$ cat src/rtl/core/base85_decoder_stream_macros.svh
// ----------------------------------------------------------------------------
// Base85 decoder stream assertion macros
// Shared concurrent assertion forms, clocked on clk and disabled in reset.
// ----------------------------------------------------------------------------
`ifndef BASE85_DECODER_STREAM_MACROS_SVH
`define BASE85_DECODER_STREAM_MACROS_SVH

// The consequent must hold in the same cycle as the antecedent.
`define B85D_ASSERT_SAME(label, ante, cons, msg) \
  label: assert property (@(posedge clk) disable iff (rst) (ante) |-> (cons)) \
    else $error(msg);

// The consequent must hold in the cycle after the antecedent.
`define B85D_ASSERT_NEXT(label, ante, cons, msg) \
  label: assert property (@(posedge clk) disable iff (rst) (ante) |=> (cons)) \
    else $error(msg);

`endif

$ cat src/rtl/core/b85d_pkg.sv
// ----------------------------------------------------------------------------
// Base85 decoder package
// Status codes, the job record passed from front to back, and the symbol
// and digit-weight tables.
// ----------------------------------------------------------------------------
package b85d_pkg;

  typedef enum logic [2:0] {
    ST_OK         = 3'd0,
    ST_BAD_TAIL   = 3'd1,
    ST_INCOMPLETE = 3'd2,
    ST_TOO_SHORT  = 3'd3,
    ST_NO_HEADER  = 3'd4
  } status_t;

  // One request for the back end: up to four bytes of word, most
  // significant first, then optionally the end-of-message status.
  typedef struct packed {
    logic [31:0] word;
    logic [2:0]  nbytes;
    logic        has_status;
    status_t     status;
  } job_t;

  localparam logic [6:0] NO_SYMBOL  = 7'h7F;
  localparam logic [6:0] MAX_TAIL   = 7'd4;
  localparam logic [2:0] LAST_DIGIT = 3'd4;
  localparam logic [2:0] MIN_CHARS  = 3'd6;
  localparam logic [2:0] SHORT_OK   = 3'd2;
  localparam logic [2:0] FULL_GROUP = 3'd4;

  function automatic logic [6:0] symbol_value(input logic [7:0] c);
    logic [6:0] v;
    v = NO_SYMBOL;
    if (c inside {[8'h41:8'h5A]}) begin
      v = 7'(c - 8'h41);
    end else if (c inside {[8'h61:8'h7A]}) begin
      v = 7'(c - 8'h61 + 8'd26);
    end else if (c inside {[8'h30:8'h39]}) begin
      v = 7'(c - 8'h30 + 8'd52);
    end else begin
      case (c)
        8'h21:   v = 7'd62;
        8'h24:   v = 7'd63;
        8'h25:   v = 7'd64;
        8'h26:   v = 7'd65;
        8'h28:   v = 7'd66;
        8'h29:   v = 7'd67;
        8'h2A:   v = 7'd68;
        8'h2D:   v = 7'd69;
        8'h2E:   v = 7'd70;
        8'h2F:   v = 7'd71;
        8'h3A:   v = 7'd72;
        8'h3B:   v = 7'd73;
        8'h3C:   v = 7'd74;
        8'h3D:   v = 7'd75;
        8'h3E:   v = 7'd76;
        8'h3F:   v = 7'd77;
        8'h40:   v = 7'd78;
        8'h5B:   v = 7'd79;
        8'h5D:   v = 7'd80;
        8'h5E:   v = 7'd81;
        8'h2C:   v = 7'd82;
        8'h5F:   v = 7'd83;
        8'h7C:   v = 7'd84;
        default: v = NO_SYMBOL;
      endcase
    end
    return v;
  endfunction

  // Big-endian weight of a digit position within a five-digit group.
  function automatic logic [25:0] digit_weight(input logic [2:0] pos);
    logic [25:0] w;
    case (pos)
      3'd0:    w = 26'd52200625;
      3'd1:    w = 26'd614125;
      3'd2:    w = 26'd7225;
      3'd3:    w = 26'd85;
      default: w = 26'd1;
    endcase
    return w;
  endfunction

endpackage

$ cat src/rtl/core/b85d_front.sv
// ----------------------------------------------------------------------------
// Base85 decoder front end
// Classifies each accepted character, updates the group and header state,
// and posts a job for every character that causes output.
// ----------------------------------------------------------------------------
module b85d_front (
  input  logic             clk,
  input  logic             rst,
  input  logic             take,
  input  logic [7:0]       in_char,
  input  logic             msg_last,
  output logic             push,
  output b85d_pkg::job_t   job
);
  import b85d_pkg::*;

  logic [31:0] accumulator, accumulator_next;
  logic [2:0]  digit_count, digit_count_next;
  logic        header_seen, header_seen_next;
  logic [2:0]  tail_length, tail_length_next;
  logic [31:0] held_group, held_group_next;
  logic        held_valid, held_valid_next;
  logic [2:0]  char_count, char_count_next;
  logic        bad_tail, bad_tail_next;

  logic [6:0]  sym;
  logic [31:0] product;
  logic [31:0] sum;
  logic        release_held;
  status_t     st;

  assign sym     = symbol_value(in_char);
  assign product = 32'(sym) * 32'(digit_weight(digit_count));
  assign sum     = accumulator + product;

  always_comb begin
    accumulator_next = accumulator;
    digit_count_next = digit_count;
    header_seen_next = header_seen;
    tail_length_next = tail_length;
    held_group_next  = held_group;
    held_valid_next  = held_valid;
    bad_tail_next    = bad_tail;
    release_held     = 1'b0;
    char_count_next  = (char_count < MIN_CHARS) ? char_count + 3'd1 : char_count;

    if (sym != NO_SYMBOL && !bad_tail) begin
      if (!header_seen) begin
        header_seen_next = 1'b1;
        if (sym > MAX_TAIL) begin
          bad_tail_next = 1'b1;
        end else begin
          tail_length_next = sym[2:0];
        end
      end else begin
        // A new group starting proves the held one is not the last.
        if (digit_count == 3'd0 && held_valid) begin
          release_held    = 1'b1;
          held_valid_next = 1'b0;
        end
        if (digit_count == LAST_DIGIT) begin
          held_group_next  = sum;
          held_valid_next  = 1'b1;
          accumulator_next = '0;
          digit_count_next = '0;
        end else begin
          accumulator_next = sum;
          digit_count_next = digit_count + 3'd1;
        end
      end
    end

    if (char_count_next < MIN_CHARS && char_count_next != SHORT_OK) begin
      st = ST_TOO_SHORT;
    end else if (bad_tail_next) begin
      st = ST_BAD_TAIL;
    end else if (!header_seen_next) begin
      st = ST_NO_HEADER;
    end else if (digit_count_next != 3'd0) begin
      st = ST_INCOMPLETE;
    end else if (!held_valid_next && tail_length_next != 3'd0
                 && tail_length_next != FULL_GROUP) begin
      st = ST_BAD_TAIL;
    end else begin
      st = ST_OK;
    end

    job.status     = st;
    job.has_status = msg_last;
    job.word       = release_held ? held_group : held_group_next;
    if (release_held) begin
      job.nbytes = FULL_GROUP;
    end else if (msg_last && held_valid_next) begin
      job.nbytes = (tail_length_next == 3'd0) ? FULL_GROUP : tail_length_next;
    end else begin
      job.nbytes = 3'd0;
    end
    push = take && (job.nbytes != 3'd0 || msg_last);
  end

  always_ff @(posedge clk) begin
    if (rst || (take && msg_last)) begin
      accumulator <= '0;
      digit_count <= '0;
      header_seen <= 1'b0;
      tail_length <= '0;
      held_group  <= '0;
      held_valid  <= 1'b0;
      char_count  <= '0;
      bad_tail    <= 1'b0;
    end else if (take) begin
      accumulator <= accumulator_next;
      digit_count <= digit_count_next;
      header_seen <= header_seen_next;
      tail_length <= tail_length_next;
      held_group  <= held_group_next;
      held_valid  <= held_valid_next;
      char_count  <= char_count_next;
      bad_tail    <= bad_tail_next;
    end
  end

endmodule

$ cat src/rtl/core/b85d_queue.sv
// ----------------------------------------------------------------------------
// Base85 decoder job queue
// Small first-in first-out buffer of jobs between front and back end.
// DEPTH must be at least two.
// ----------------------------------------------------------------------------
`include "base85_decoder_stream_macros.svh"

module b85d_queue #(
  parameter int DEPTH = 4
) (
  input  logic           clk,
  input  logic           rst,
  input  logic           push,
  input  b85d_pkg::job_t push_data,
  input  logic           pop,
  output b85d_pkg::job_t head,
  output logic           full,
  output logic           empty
);
  import b85d_pkg::*;

  localparam int PTR_W = $clog2(DEPTH);
  localparam int CNT_W = $clog2(DEPTH + 1);

  job_t             slots [DEPTH];
  logic [PTR_W-1:0] wr_ptr, rd_ptr;
  logic [CNT_W-1:0] count;

  assign full  = (count == CNT_W'(DEPTH));
  assign empty = (count == '0);
  assign head  = slots[rd_ptr];

  always_ff @(posedge clk) begin
    if (push) begin
      slots[wr_ptr] <= push_data;
    end
  end

  always_ff @(posedge clk) begin
    if (rst) begin
      wr_ptr <= '0;
      rd_ptr <= '0;
      count  <= '0;
    end else begin
      if (push) begin
        wr_ptr <= (wr_ptr == PTR_W'(DEPTH - 1)) ? '0 : wr_ptr + 1'b1;
      end
      if (pop) begin
        rd_ptr <= (rd_ptr == PTR_W'(DEPTH - 1)) ? '0 : rd_ptr + 1'b1;
      end
      if (push && !pop) begin
        count <= count + 1'b1;
      end else if (pop && !push) begin
        count <= count - 1'b1;
      end
    end
  end

  `B85D_ASSERT_SAME(a_no_pop_empty, pop, !empty, "job popped from an empty queue")
  `B85D_ASSERT_SAME(a_no_push_full, push, !full, "job pushed into a full queue")
  `B85D_ASSERT_SAME(a_count_range, 1'b1, count <= CNT_W'(DEPTH), "queue count overflow")
  `B85D_ASSERT_NEXT(a_count_up, push && !pop, count == $past(count) + 1'b1, "count lost a push")

endmodule

$ cat src/rtl/core/b85d_back.sv
// ----------------------------------------------------------------------------
// Base85 decoder back end
// Unpacks the job at the queue head into byte and status results, one per
// cycle while result_stall allows, through the output register.
// ----------------------------------------------------------------------------
module b85d_back (
  input  logic              clk,
  input  logic              rst,
  input  logic              q_empty,
  input  b85d_pkg::job_t    q_head,
  output logic              q_pop,
  output logic              result_valid,
  input  logic              result_stall,
  output logic [7:0]        out_byte,
  output logic              is_status,
  output b85d_pkg::status_t status,
  output logic              run_last
);
  import b85d_pkg::*;

  logic [2:0] idx;
  logic       advance;
  logic       cur_status;
  logic       cur_last;
  logic [7:0] cur_byte;

  assign advance    = !q_empty && (!result_valid || !result_stall);
  assign cur_status = (idx == q_head.nbytes);
  assign cur_last   = cur_status || (idx + 3'd1 == q_head.nbytes && !q_head.has_status);
  assign q_pop      = advance && cur_last;

  always_comb begin
    case (idx[1:0])
      2'd0:    cur_byte = q_head.word[31:24];
      2'd1:    cur_byte = q_head.word[23:16];
      2'd2:    cur_byte = q_head.word[15:8];
      default: cur_byte = q_head.word[7:0];
    endcase
  end

  always_ff @(posedge clk) begin
    if (rst) begin
      idx          <= '0;
      result_valid <= 1'b0;
    end else if (advance) begin
      idx          <= cur_last ? 3'd0 : idx + 3'd1;
      result_valid <= 1'b1;
    end else if (!result_stall) begin
      result_valid <= 1'b0;
    end
  end

  always_ff @(posedge clk) begin
    if (advance) begin
      out_byte  <= cur_status ? 8'd0 : cur_byte;
      is_status <= cur_status;
      status    <= cur_status ? q_head.status : ST_OK;
      run_last  <= cur_last;
    end
  end

endmodule

$ cat src/rtl/core/base85_decoder_stream.sv
// ----------------------------------------------------------------------------
// Base85 decoder stream
// Decodes a base85 character stream with a custom alphabet into bytes and
// an end-of-message status.
// ----------------------------------------------------------------------------
// Usage:
// The item channel (item_valid, item_stall) takes one character per cycle
// unless stalled, on in_char, with msg_last high on the final character of
// a message. The result channel (result_valid, result_stall) gives one
// result per cycle unless stalled: a data byte on out_byte, or with
// is_status high the message status. run_last marks the last result caused
// by a character. With the queue empty, an accepted character's job is
// written into the queue and its first result is then registered into the
// output register. A character gives zero to five results; the output
// register sends one per cycle unless stalled, so unstalled items giving at
// most one result flow at one per cycle, and a queue of QUEUE_DEPTH jobs
// absorbs the four or five result bursts. item_stall rises only when that
// queue is full. When the receiver stalls, the result register holds its
// value and the queue fills, after which item_stall is raised.
// Reset clears the decoder state and empties the queue; no clearing pass.
// Bytes delivered before an error status belong to a bad message.
// ----------------------------------------------------------------------------
module base85_decoder_stream #(
  parameter int QUEUE_DEPTH = 4
) (
  input  logic       clk,
  input  logic       rst,
  input  logic       item_valid,
  output logic       item_stall,
  input  logic [7:0] in_char,
  input  logic       msg_last,
  output logic       result_valid,
  input  logic       result_stall,
  output logic [7:0] out_byte,
  output logic       is_status,
  output logic [2:0] status,
  output logic       run_last
);
  import b85d_pkg::*;

  logic    take;
  logic    push;
  job_t    push_job;
  job_t    head_job;
  logic    q_full;
  logic    q_empty;
  logic    q_pop;
  status_t res_status;

  assign item_stall = q_full;
  assign take       = item_valid && !q_full;
  assign status     = res_status;

  b85d_front u_front (
    .clk      (clk),
    .rst      (rst),
    .take     (take),
    .in_char  (in_char),
    .msg_last (msg_last),
    .push     (push),
    .job      (push_job)
  );

  b85d_queue #(
    .DEPTH (QUEUE_DEPTH)
  ) u_queue (
    .clk       (clk),
    .rst       (rst),
    .push      (push),
    .push_data (push_job),
    .pop       (q_pop),
    .head      (head_job),
    .full      (q_full),
    .empty     (q_empty)
  );

  b85d_back u_back (
    .clk          (clk),
    .rst          (rst),
    .q_empty      (q_empty),
    .q_head       (head_job),
    .q_pop        (q_pop),
    .result_valid (result_valid),
    .result_stall (result_stall),
    .out_byte     (out_byte),
    .is_status    (is_status),
    .status       (res_status),
    .run_last     (run_last)
  );

endmodule

$ cat config.mk
export PLATFORM = sky130hd
export DESIGN_NAME = base85_decoder_stream
export DESIGN_NICKNAME = d
export VERILOG_FILES = /design/src/rtl/core/b85d_pkg.sv /design/src/rtl/core/b85d_front.sv /design/src/rtl/core/b85d_queue.sv /design/src/rtl/core/b85d_back.sv /design/src/rtl/core/base85_decoder_stream.sv
export VERILOG_INCLUDE_DIRS = /design/src /design/src/rtl/core
export SDC_FILE = /design/constraint.sdc
export NUM_CORES = 1
export LEC_CHECK = 0
export BUFFER_PORTS_ARGS = -buffer_cell sky130_fd_sc_hd__buf_2
export CAP_MARGIN = 20
export CORE_ASPECT_RATIO = 0.5
export CORE_UTILIZATION = 65
export DETAILED_ROUTE_END_ITERATION = 8
export PLACE_DENSITY = 0.87
export SYNTH_ARGS = -nofsm -noshare
export SYNTH_HDL_FRONTEND = slang
export SYNTH_HIERARCHICAL = 1
export SYNTH_SLANG_ARGS = --single-unit
$ cat constraint.sdc
create_clock -name clk -period 21 [get_ports clk]
set_clock_uncertainty 0.05 [all_clocks]
set_input_delay 2.1 -clock clk [delete_from_list [all_inputs] [get_ports clk]]
set_output_delay 2.1 -clock clk [all_outputs]
set_load 0.005 [all_outputs]
**After elaboration in Yosys (flattened, before gate mapping)**

Memories as Yosys holds them, arrays and structs flattened. A register that Yosys moved wholly into a read port is not among the register bits.
Cells that the tools add are included.

- Mux-type cells: 48
- $lt $le $gt $ge: 9
- $mul: 1
- Reductions and logical operators: 39
- Eq/ne operators: 38
- Add/sub/neg operators: 13

Operators with widths:

| kind | number |
|---|---|
| $pmux W7 S23 | 1 |
| $mux W32 | 5 |
| $eq A8 B6 Y1 const B | 17 |
| $pmux W26 S4 | 1 |
| $mux W3 | 17 |
| $eq A8 B7 Y1 const B | 6 |
| $add A32 B32 Y32 | 1 |
| $mul A7 B26 Y32 | 1 |
| $pmux W8 S3 | 1 |
| $mux W7 | 3 |
| $logic_and A1 B1 Y1 | 17 |
| $ge A8 B7 Y1 const B | 2 |
| $le A8 B7 Y1 const B | 2 |
| $mux W1 | 16 |
| $sub A7 B7 Y7 const B | 2 |
| $add A3 B1 Y3 const B | 4 |
| $logic_not A1 Y1 | 9 |
| $logic_not A3 Y1 | 3 |
| $reduce_bool A3 Y1 | 3 |
| $ge A8 B6 Y1 const B | 1 |
| $le A8 B6 Y1 const B | 1 |
| $mux W2 | 4 |
| $add A7 B5 Y7 const B | 1 |
| $add A7 B6 Y7 const B | 1 |
| other kinds (19) | 29 |

- Flip-flop bits (word level): 100
- Logic and storage cells: 166
- Memories kept: 1
- Memory bits (writable): 156
- Bits of input ports: 13

Memory list:

| memory | words | width | read ports | clocked after Yosys merged registers in | write ports | RTL line | text |
|---|---|---|---|---|---|---|---|
| u_queue.slots | 4 | 39 | 1 | 1 | 1 | b85d_queue.sv:25 | `job_t slots [DEPTH];` |

**Logic depth before layout (Yosys ltp)**

Gate-level depths: netlist of run 1.

- Depth in word-level cells: 20
- Mapped depth: 31

**By module**

Netlist of run 1, hierarchy kept.

By module, submodules not included:

| module | area an instance (um^2) | instances | cells each |
|---|---|---|---|
| b85d_front | 9674.3 | 1 | 1197 |
| b85d_queue | 6058.3 | 1 | 247 |
| b85d_back | 920.9 | 1 | 87 |
| base85_decoder_stream | 13.8 | 1 | 1 |

**Worst setup path before layout of run 1**

No wires, ideal clock.

- Path kind: input to register
- Start point: in in_char[0]
- End point: mem u_queue/slots[0][38] (netlist bit), data pin
- Data required time: 20.665 ns
- Arrival time: 8.457 ns
- Slack: 12.208 ns
- Setup time: 0.285 ns
- Cell stages on the path: 27
- Path through: inv_1 -> ha_1 -> nor4bb_1 -> or3b_1 -> or3_1 -> clkbuf_1 -> mux2i_1 -> o311ai_2 -> nor2_1 -> nor2_1 -> fa_1 -> inv_1 -> fa_1 -> fa_1 -> inv_1 -> fa_1 -> inv_1 -> ha_1 -> a21oi_1 -> nand2_1 -> o21ai_0 -> o21bai_1 -> a211o_1 -> a31o_2 -> a21oi_1 -> xnor2_1 -> o21ai_0

RTL lines:

| what | RTL line | text |
|---|---|---|
| start: declaration | base85_decoder_stream.sv:30 | `input logic [7:0] in_char,` |
| end: declaration | b85d_queue.sv:25 |  |

==> results by stage, run 1 <==
Status:
- The run finished with clean final reports.

Clocking:
- The clock transition at the register clock pins on the worst setup and hold paths after CTS is 0.06 ns.
- CTS built an H-tree with a depth of 1.
- Clock tree synthesis inserted a total of 23 buffers.
- The buffer type at the clock tree root is sky130_fd_sc_hd__clkbuf_16.
- The clock reaches the later pin of the worst-skew pair after 0.55 ns.
- The TritonCTS clock tree is done.
- The largest buffer count on any clock path is 3.
- The number of sinks driven by the clock tree is 258.
- For this design, the CTS-stage hold fixing added 0 buffers.
- Post-CTS timing repair inserted 0 buffers for setup.
- The post-CTS resize count is 0.

Layout:
- The fraction of layout cells with a size suffix above 1 is 9.37%.
- The signed area change from the synthesized netlist to the final layout is 6.65%.
- The net count reported at finish is 1755.
- The number of cells in the finished layout apart from fillers is 1883.
- The number of antenna repair diodes is 0.

Setup path:
- The most numerous cell on the critical path is sky130_fd_sc_hd__inv_1.
- The critical path capture point type is a register.
- The worst setup path category is in2reg.
- The largest individual stage delay along the critical path comes from the cell sky130_fd_sc_hd__o211ai_1.
- Data arrives at the worst endpoint at 10.09 ns.
- The worst setup path is launched from an input port.
- The maximum fanout along the worst path is 15.
- On the worst path, the slowest cell contributes a delay of 0.63 ns.
- For the worst setup path, the data required time is 21.21 ns.

Logic synthesis:
- The cell count after synthesis came out at 1532.
- The synthesized design contains 169 enable-type register cells.
- In this run, distinct cell masters in the synthesized netlist total 87.
- By area the synthesized netlist is led by sky130_fd_sc_hd__edfxtp_1, sky130_fd_sc_hd__fa_1, sky130_fd_sc_hd__dfxtp_1, sky130_fd_sc_hd__ha_1, sky130_fd_sc_hd__mux4_2.
- Of all cell types, the one taking the most synthesized area is sky130_fd_sc_hd__edfxtp_1.
- The register bit count reported by yosys is 258.
- Synthesis produced a netlist with a net count of 1756.
- The leading register cell type out of synthesis is sky130_fd_sc_hd__edfxtp_1.
- For this run, asynchronously set or reset flops after synthesis account for 0%.
- The synthesized netlist occupies a cell area of 0.0167 sq mm.
- The portion of synthesized cell area occupied by the leading cell type is 30.4%.
- The number of warning messages in the yosys log is 6.
- The average instance in the mapped netlist occupies 10.9 sq um.
- After synthesis, flip-flops and latches occupy 41.1% of the total area.
- After synthesis, the most frequently instantiated cells are sky130_fd_sc_hd__inv_1, sky130_fd_sc_hd__edfxtp_1, sky130_fd_sc_hd__nand2_1.
- By instance count, the leading cell after synthesis is sky130_fd_sc_hd__inv_1.

Route:
- The final layout contains routed wiring with a total length of 45800 microns.
- For this run, design rule violations remaining after detail routing come to 0.
- Summing over every cut layer, the via total after detailed routing is 12400.
- After detailed routing, the wire length on met1 is 17600 microns.
- The number of nets with antenna violations after routing is 0.
- Detailed routing placed a total of 4910 microns of wire on met3.
- Routed signal wires occupy layers up through met4.
- For this run, the detailed router's first-pass iteration total came to 9.
- After the first detailed-routing iteration, the DRC count stood at 1510.
- In the final routed layout, each cell accounts on average for 24.3 microns.
- After detailed routing, the met2 layer carries 21200 microns of wire.
- Dividing the detail-routed via count by the number of cells gives 6.61.

Global routing:
- For this run the aggregate overflow at the end of global routing stands at 0.
- The number of global-route vias before repair came to 12200.
- The largest net degree at the start of global routing is 52.
- The number of antenna violations at the first check in global routing is 0.
- In the global route stage, overall resource usage came out at 35.0%.
- The first-pass GRT wire length is 69700 microns.

Timing:
- Measured against its own limit, the worst slew margin works out to 23.6%.
- The setup TNS after final layout is 0 ns.
- The clock period could shrink to 9.87 ns.
- The smallest hold slack is 0.408 ns.
- The final critical path takes up 47.0% of the cycle.
- Setup repair after global routing left no endpoint under its margin.
- Setup violations remaining at the end of the flow were counted as 0.
- Timing would allow up to 0.101 GHz.
- The final count of hold timing violations came to 0.
- The number of pins exceeding their max-slew limit in the final report is 0.
- For the pin with the worst max-slew slack, the measured transition is 1.15 ns.

Hold path:
- The min-delay analysis places its worst path in the category reg2reg.

Floorplan:
- 28 I/O pins were placed.
- The starting density of the core is 67.8%.
- The die height is 115 microns.
- The full die area is 0.0263 sq mm.
- In this run the standard cell core region covers 0.0246 sq mm.
- The horizontal die dimension is 228 microns.
- After floorplanning, the core was divided into 40 placement rows.

Placed design:
- The HPWL after detailed placement is 31000 microns.
- The routability-driven placement congestion ratio is 0.895.
- Once placement completed, the tool counted placed cells totaling 1841.
- Port buffering added 27 buffers.

Job:
- The number of maximum-capacitance violations is 0.

Power:
- In this run the power density over the cells is 161 mW/mm^2.
- The overall power consumption is 0.00287 W.
- The leakage power is 7.08 nW.
- The worst ir drop on vdd is 0.000157 V.
-- critical path: cells and delay by family --
kind	cells	cell delay (ns)
AND/OR/NAND/NOR	5	1.01
buffers and inverters	7	0.83
AO/OA/AOI/OAI	9	3.33
XOR/XNOR	1	0.13
adder cells (fa/ha/maj)	6	2.67
-- kinds of logic (layout without fill, tap and decap cells) --
logic type	after synthesis	in the layout	share of synthesized area, %
compound gates	256	256	9.92
xor+xnor	53	53	2.88
fa+ha+maj	211	211	20.2
buf+inv	283	298	6.85
mux	80	80	7.96
simple gates	391	391	11.0
flops	258	258	41.1
-- sequential cells by signal (all words and copies together) (netlist names), 2 cells and up, named ones only --
signal,cells
u_queue/wr_ptr,2
u_back/out_byte,8
u_queue/slots,156
u_queue/rd_ptr,2
u_front/held_group,32
u_front/digit_count,3
u_queue/count,3
u_front/tail_length,3
u_back/status,3
u_back/idx,3
u_front/accumulator,32
-- layout make-up --
class                           instances  area [sq um]
Multi-Input combinational cell        991          8670
Clock inverter                          8          86.3
Sequential cell                       258          6860
Clock buffer                           33           684
Timing Repair Buffer                   36           223
Tap cell                              336           420
Fill cell                            1544          6800
Inverter                              221           830
-- cells in the final DEF, fill, tap and decap left out, drive strengths merged, types with 5 or more instances in the layout --
cell    count
inv       223
edfxtp    169
nand2     150
a21oi     116
ha        114
nor2      104
fa         97
dfxtp      89
mux4       39
nand3      39
xnor2      36
buf        36
o21ai      33
clkbuf     33
mux2       30
nor3       23
a21o       20
xor2       16
and2       12
mux2i      11
nand4       9
a222oi      8
a211oi      8
o21bai      8
a22oi       7
nor4        7
a31oi       6
or2         6
o311ai      6
and3        5
o31ai       5
nor2b       5
clkinv      5
-- power breakdown --
part	total, W	switching (W)	internal, W
clock	0.000435	0.000193	0.000242
combinational	0.00181	0.00119	0.000624
sequential	0.000621	0.0000276	0.000594
-- layer usage --
metal  track usage, %  vias to the layer above
met3             6.30                      171
met4             13.7                        0
li1                 -                     5297
met1             45.5                     6049
met2             59.3                      926
met5                0                        -
-- final timing paths --
path / from / to / slack, ns / cells past startpoint
worst max-delay path: in_char[2] / u_queue/slots[1][38]$_DFFE_PP_ / 11.13 / 28
worst min-delay path: u_front/held_group[14]$_SDFFE_PP0P_ / u_front/held_group[14]$_SDFFE_PP0P_ / 0.41 / 2
worst max register to register: u_front/digit_count[0]$_SDFFE_PP0P_ / u_queue/slots[1][38]$_DFFE_PP_ / 13.75 / 22
worst min register to register: u_front/held_group[14]$_SDFFE_PP0P_ / u_front/held_group[14]$_SDFFE_PP0P_ / 0.41 / 2
-- stage by stage --
| step | instance area (sq um) | utilization, % | setup slack [ns] |
|---|---|---|---|
| 2_1_floorplan | 16700 | - | 12.21 |
| 3_3_place_gp | 17000 | 69.1 | 10.90 |
| 3_5_place_dp | 17000 | 69.1 | 10.79 |
| 4_1_cts | 17700 | 72.2 | 11.31 |
| 5_1_grt | 17800 | 72.3 | 10.83 |
| 6_report | 17800 | 72.3 | 11.13 |
No activity file was read; power rests on OpenSTA's default activity.
==> inputs of run 2 (changes only) <==
--- a/config.mk
+++ b/config.mk
@@ -9,9 +9,9 @@
 export BUFFER_PORTS_ARGS = -buffer_cell sky130_fd_sc_hd__buf_2
 export CAP_MARGIN = 20
 export CORE_ASPECT_RATIO = 0.5
-export CORE_UTILIZATION = 65
+export CORE_UTILIZATION = 64
 export DETAILED_ROUTE_END_ITERATION = 8
-export PLACE_DENSITY = 0.87
+export PLACE_DENSITY = 0.86
 export SYNTH_ARGS = -nofsm -noshare
 export SYNTH_HDL_FRONTEND = slang
 export SYNTH_HIERARCHICAL = 1
==> constraint.sdc (replaced) <==
create_clock -name clk -period 10.3 [get_ports clk]
set_clock_uncertainty 0.05 [all_clocks]
set_input_delay 1.03 -clock clk [delete_from_list [all_inputs] [get_ports clk]]
set_output_delay 1.03 -clock clk [all_outputs]
set_load 0.005 [all_outputs]
==> run 2 against run 1 <==
  * Cell area about the same
  * Highest routed layer unchanged
  * Core utilization decreased by 2.3 points
  * Sequential cell count unchanged
  * Global-route usage decreased by 3.0 points
  * First-iteration DRC count decreased by 14%
  * Critical endpoint is now u_queue/slots[0][38]$_DFFE_PP_
  * Largest power group unchanged
  * Hold slack got worse by 0.0017 ns
==> results by stage, run 2 (synthesized netlist as in run 1, its figures left out) <==
Status:
- The run finished with clean final reports.

Power:
- The worst ir drop on vdd is 0.000241 V (+54%).
- The total power divided by cell area is 321 mW/mm^2 (+99%).
- The leakage power is 7.06 nW (-0.26%).

Timing:
- The normalized max-slew margin is 24.5% (+0.97 points).
- The setup TNS after final layout is 0 ns (unchanged).
- The number of pins exceeding their max-slew limit in the final report is 0 (unchanged).
- The final count of hold timing violations is 0 (unchanged).
- Setup repair after global routing left no endpoint under its margin.
- The worst-margin pin slew was 1.13 ns (-0.0145 ns).
- The total setup violations reported at the end of the flow is 0 (unchanged).
- The time the final worst path needs with I/O delays and setup is 8.64 ns.
- The maximum clock frequency is 0.116 GHz.
- The final worst-path cycle share is 83.9%.

Clocking:
- The clock latency reported for the late side of the worst-skew pair is 0.53 ns (-0.02 ns).
- The hold-fix buffer count after cts was 0 (unchanged).
- The TritonCTS clock tree is done.
- The largest buffer count on any clock path is 3 (unchanged).
- The total setup buffers inserted after CTS is 0 (unchanged).
- The post-CTS resize count was 0 (unchanged).
- The clock transition at the register clock pins on the worst setup and hold paths after CTS came to 0.06 ns (about the same).
- The maximum level of the CTS H-tree is 1 (unchanged).
- The cell sitting at the root of the clock tree is a sky130_fd_sc_hd__clkbuf_16.
- The number of sinks driven by the clock tree is 258 (unchanged).
- The clock buffer count from CTS is 24 (+4.3%).

Route:
- The remaining design rule violation count came to 0 (unchanged).
- The routed length on met2 was 19700 microns (-7.3%).
- The number of nets with antenna violations after routing is 0 (unchanged).
- The per-cell via count in the routed design is 6.28 (-5.0%).
- The count of TritonRoute iterations in the first routing pass is 6 (-3).
- The detailed-route via count is 11900 (-4.5%).
- The number of DRC violations after detailed-routing iteration 0 was 1304 (-14%).
- The routed length per placed instance is 22.2 microns (-8.6%).
- The routed length on met1 is 17200 microns (-2.1%).
- The total routed wirelength is 42100 microns (-8.1%).
- After detailed routing, no signal wire sits above met4.
- The total met3 wirelength after detailed routing is 3870 microns (-21%).

Placed design:
- The routability-driven placement congestion ratio is 0.960 (+7.2%).
- The number of buffer cells added on primary ports is 27 (unchanged).
- The HPWL after detailed placement is 29700 microns (-4.1%).

Global routing:
- The number of global-route vias before repair came to 11800 (-3.9%).
- The global-route usage over all layers is 31.9% (-3.0 points).
- The number of antenna violations at the first check in global routing came to 0 (unchanged).
- The first-pass GRT wire length is 65100 microns (-6.7%).
- The residual overflow from global routing is 0 (unchanged).
- The largest net degree at the start of global routing came to 57 (+9.6%).

Floorplan:
- The starting density of the core was 65.6% (-2.2 points).
- The number of rows in the core area is 41 (+2.5%).
- The full die area is 0.0267 sq mm (+1.5%).
- The die height is 116 microns (+0.76%).
- The area inside the core boundary is 0.0254 sq mm (+3.3%).
- The number of placed I/O pins is 28 (unchanged).
- The horizontal die dimension is 230 microns (+0.77%).

Setup path:
- The maximum fanout along the worst path is 12 (-3).
- The slowest stage of the critical path is the sky130_fd_sc_hd__nor2_1 cell.
- The critical path is of the in2reg type.
- The required time of the worst setup path is 10.46 ns (-10.75 ns).
- The maximum cell stage delay along the critical path came to 0.60 ns (-0.03 ns).
- The arrival time of data at the critical path endpoint is 8.80 ns (-1.29 ns).
- The number of cells on the worst reg-to-reg path is 22 (unchanged).
- STA classifies the critical path startpoint as an input port.
- The critical path capture point type is a register.

Hold path:
- The worst hold path belongs to the class reg2reg.
- The worst hold path stage count was 2 (unchanged).

Layout:
- The net count reported at finish is 1755 (unchanged).
- u_queue/slots holds more flip-flops than any other register.
- The top cell types in the final layout, fill and taps aside, are sky130_fd_sc_hd__inv_1, sky130_fd_sc_hd__edfxtp_1, sky130_fd_sc_hd__nand2_1, sky130_fd_sc_hd__ha_1, sky130_fd_sc_hd__a21oi_1.
- The sequential cell area was 0.00686 sq mm (unchanged).
- The flip-flop count of the largest register after layout is 156 (unchanged).
- The library cell used most frequently in the layout, excluding fill and tap cells, is sky130_fd_sc_hd__inv_1.
- The utilization after layout is 70.0% (-2.3 points).
- The largest registers in the layout are u_queue/slots: 156 flops, u_front/accumulator: 32 flops, u_front/held_group: 32 flops.
- The area used by multi-input combinational logic is 0.00867 sq mm (unchanged).
- The signed area change from the synthesized netlist to the final layout is 6.68% (about the same).
- The total of fill cells in the finished design was 1683 (+9.0%).
- The fraction of layout cells with a size suffix above 1 is 9.23% (-0.14 points).
- The number of antenna repair diodes is 0 (unchanged).

Job:
- The number of maximum-capacitance violations is 0 (unchanged).
run 2: cell count changes in the layout (fill, tap and decap cells not counted):
cell                         change
sky130_fd_sc_hd__buf_4           -1
sky130_fd_sc_hd__clkbuf_1        +4
sky130_fd_sc_hd__clkbuf_8        -1
sky130_fd_sc_hd__clkinv_2        -2
sky130_fd_sc_hd__clkinv_4        +1
sky130_fd_sc_hd__clkinv_8        +1
sky130_fd_sc_hd__clkinvlp_4      +2
sky130_fd_sc_hd__inv_16          -1
sky130_fd_sc_hd__inv_6           -1
run 2: worst paths after layout:
| kind | to | start | slack, ns |
|---|---|---|---|
| worst min-delay path | u_front/held_group[20]$_SDFFE_PP0P_ | u_front/held_group[20]$_SDFFE_PP0P_ | 0.41 |
| worst min register to register | u_front/held_group[20]$_SDFFE_PP0P_ | u_front/held_group[20]$_SDFFE_PP0P_ | 0.41 |
| worst max register to register | u_queue/slots[0][38]$_DFFE_PP_ | u_front/digit_count[0]$_SDFFE_PP0P_ | 3.06 |
| worst max-delay path | u_queue/slots[0][38]$_DFFE_PP_ | in_char[1] | 1.66 |
run 2: cell type report:
| type | count | area share [%] |
|---|---|---|
| Multi-Input combinational cell | 991 | 48.8 |
| Clock buffer | 36 | 3.86 |
| Inverter | 221 | 4.67 |
| Timing Repair Buffer | 35 | 1.21 |
| Sequential cell | 258 | 38.6 |
| Tap cell | 344 | 2.42 |
| Clock inverter | 8 | 0.493 |
run 2: power by group:
part | leakage, nW | internal (W) | switching [W] | total (W)
Clock | 0.369 | 0.000489 | 0.000388 | 0.000877
Sequential | 2.15 | 0.00121 | 0.0000477 | 0.00126
Combinational | 4.55 | 0.00128 | 0.00229 | 0.00357
Total | 7.06 | 0.00298 | 0.00273 | 0.00570
run 2: worst max-delay path: cells and delay by family:
family / cells / cell delay, ns
muxes: 1 / 0.20
AOI/OAI and AO/OA: 8 / 2.09
buffers and inverters: 5 / 0.44
adders and majority gates: 6 / 2.89
and+or+nand+nor: 6 / 1.93
xor gates and xnor gates: 1 / 0.21
run 2: stage by stage:
stage               instances  hold slack (ns)  power [W]  setup slack, ns  area, sq um
detailed placement       1848            0.397    0.00470             1.21        17000
CTS                      1892            0.406    0.00561             1.75        17800
floorplan                1532            0.382    0.00372             2.58        16700
finish                   1893            0.406    0.00570             1.66        17800
global route             1893            0.427    0.00606             1.12        17800
global placement         1848            0.388    0.00458             1.33        17000
run 2: metal layers:
| metal | up-vias | GRT usage, % |
|---|---|---|
| li1 | 5303 | - |
| met1 | 5816 | 43.6 |
| met2 | 656 | 52.9 |
| met3 | 110 | 5.64 |
| met4 | 0 | 10.4 |
| met5 | - | 0 |
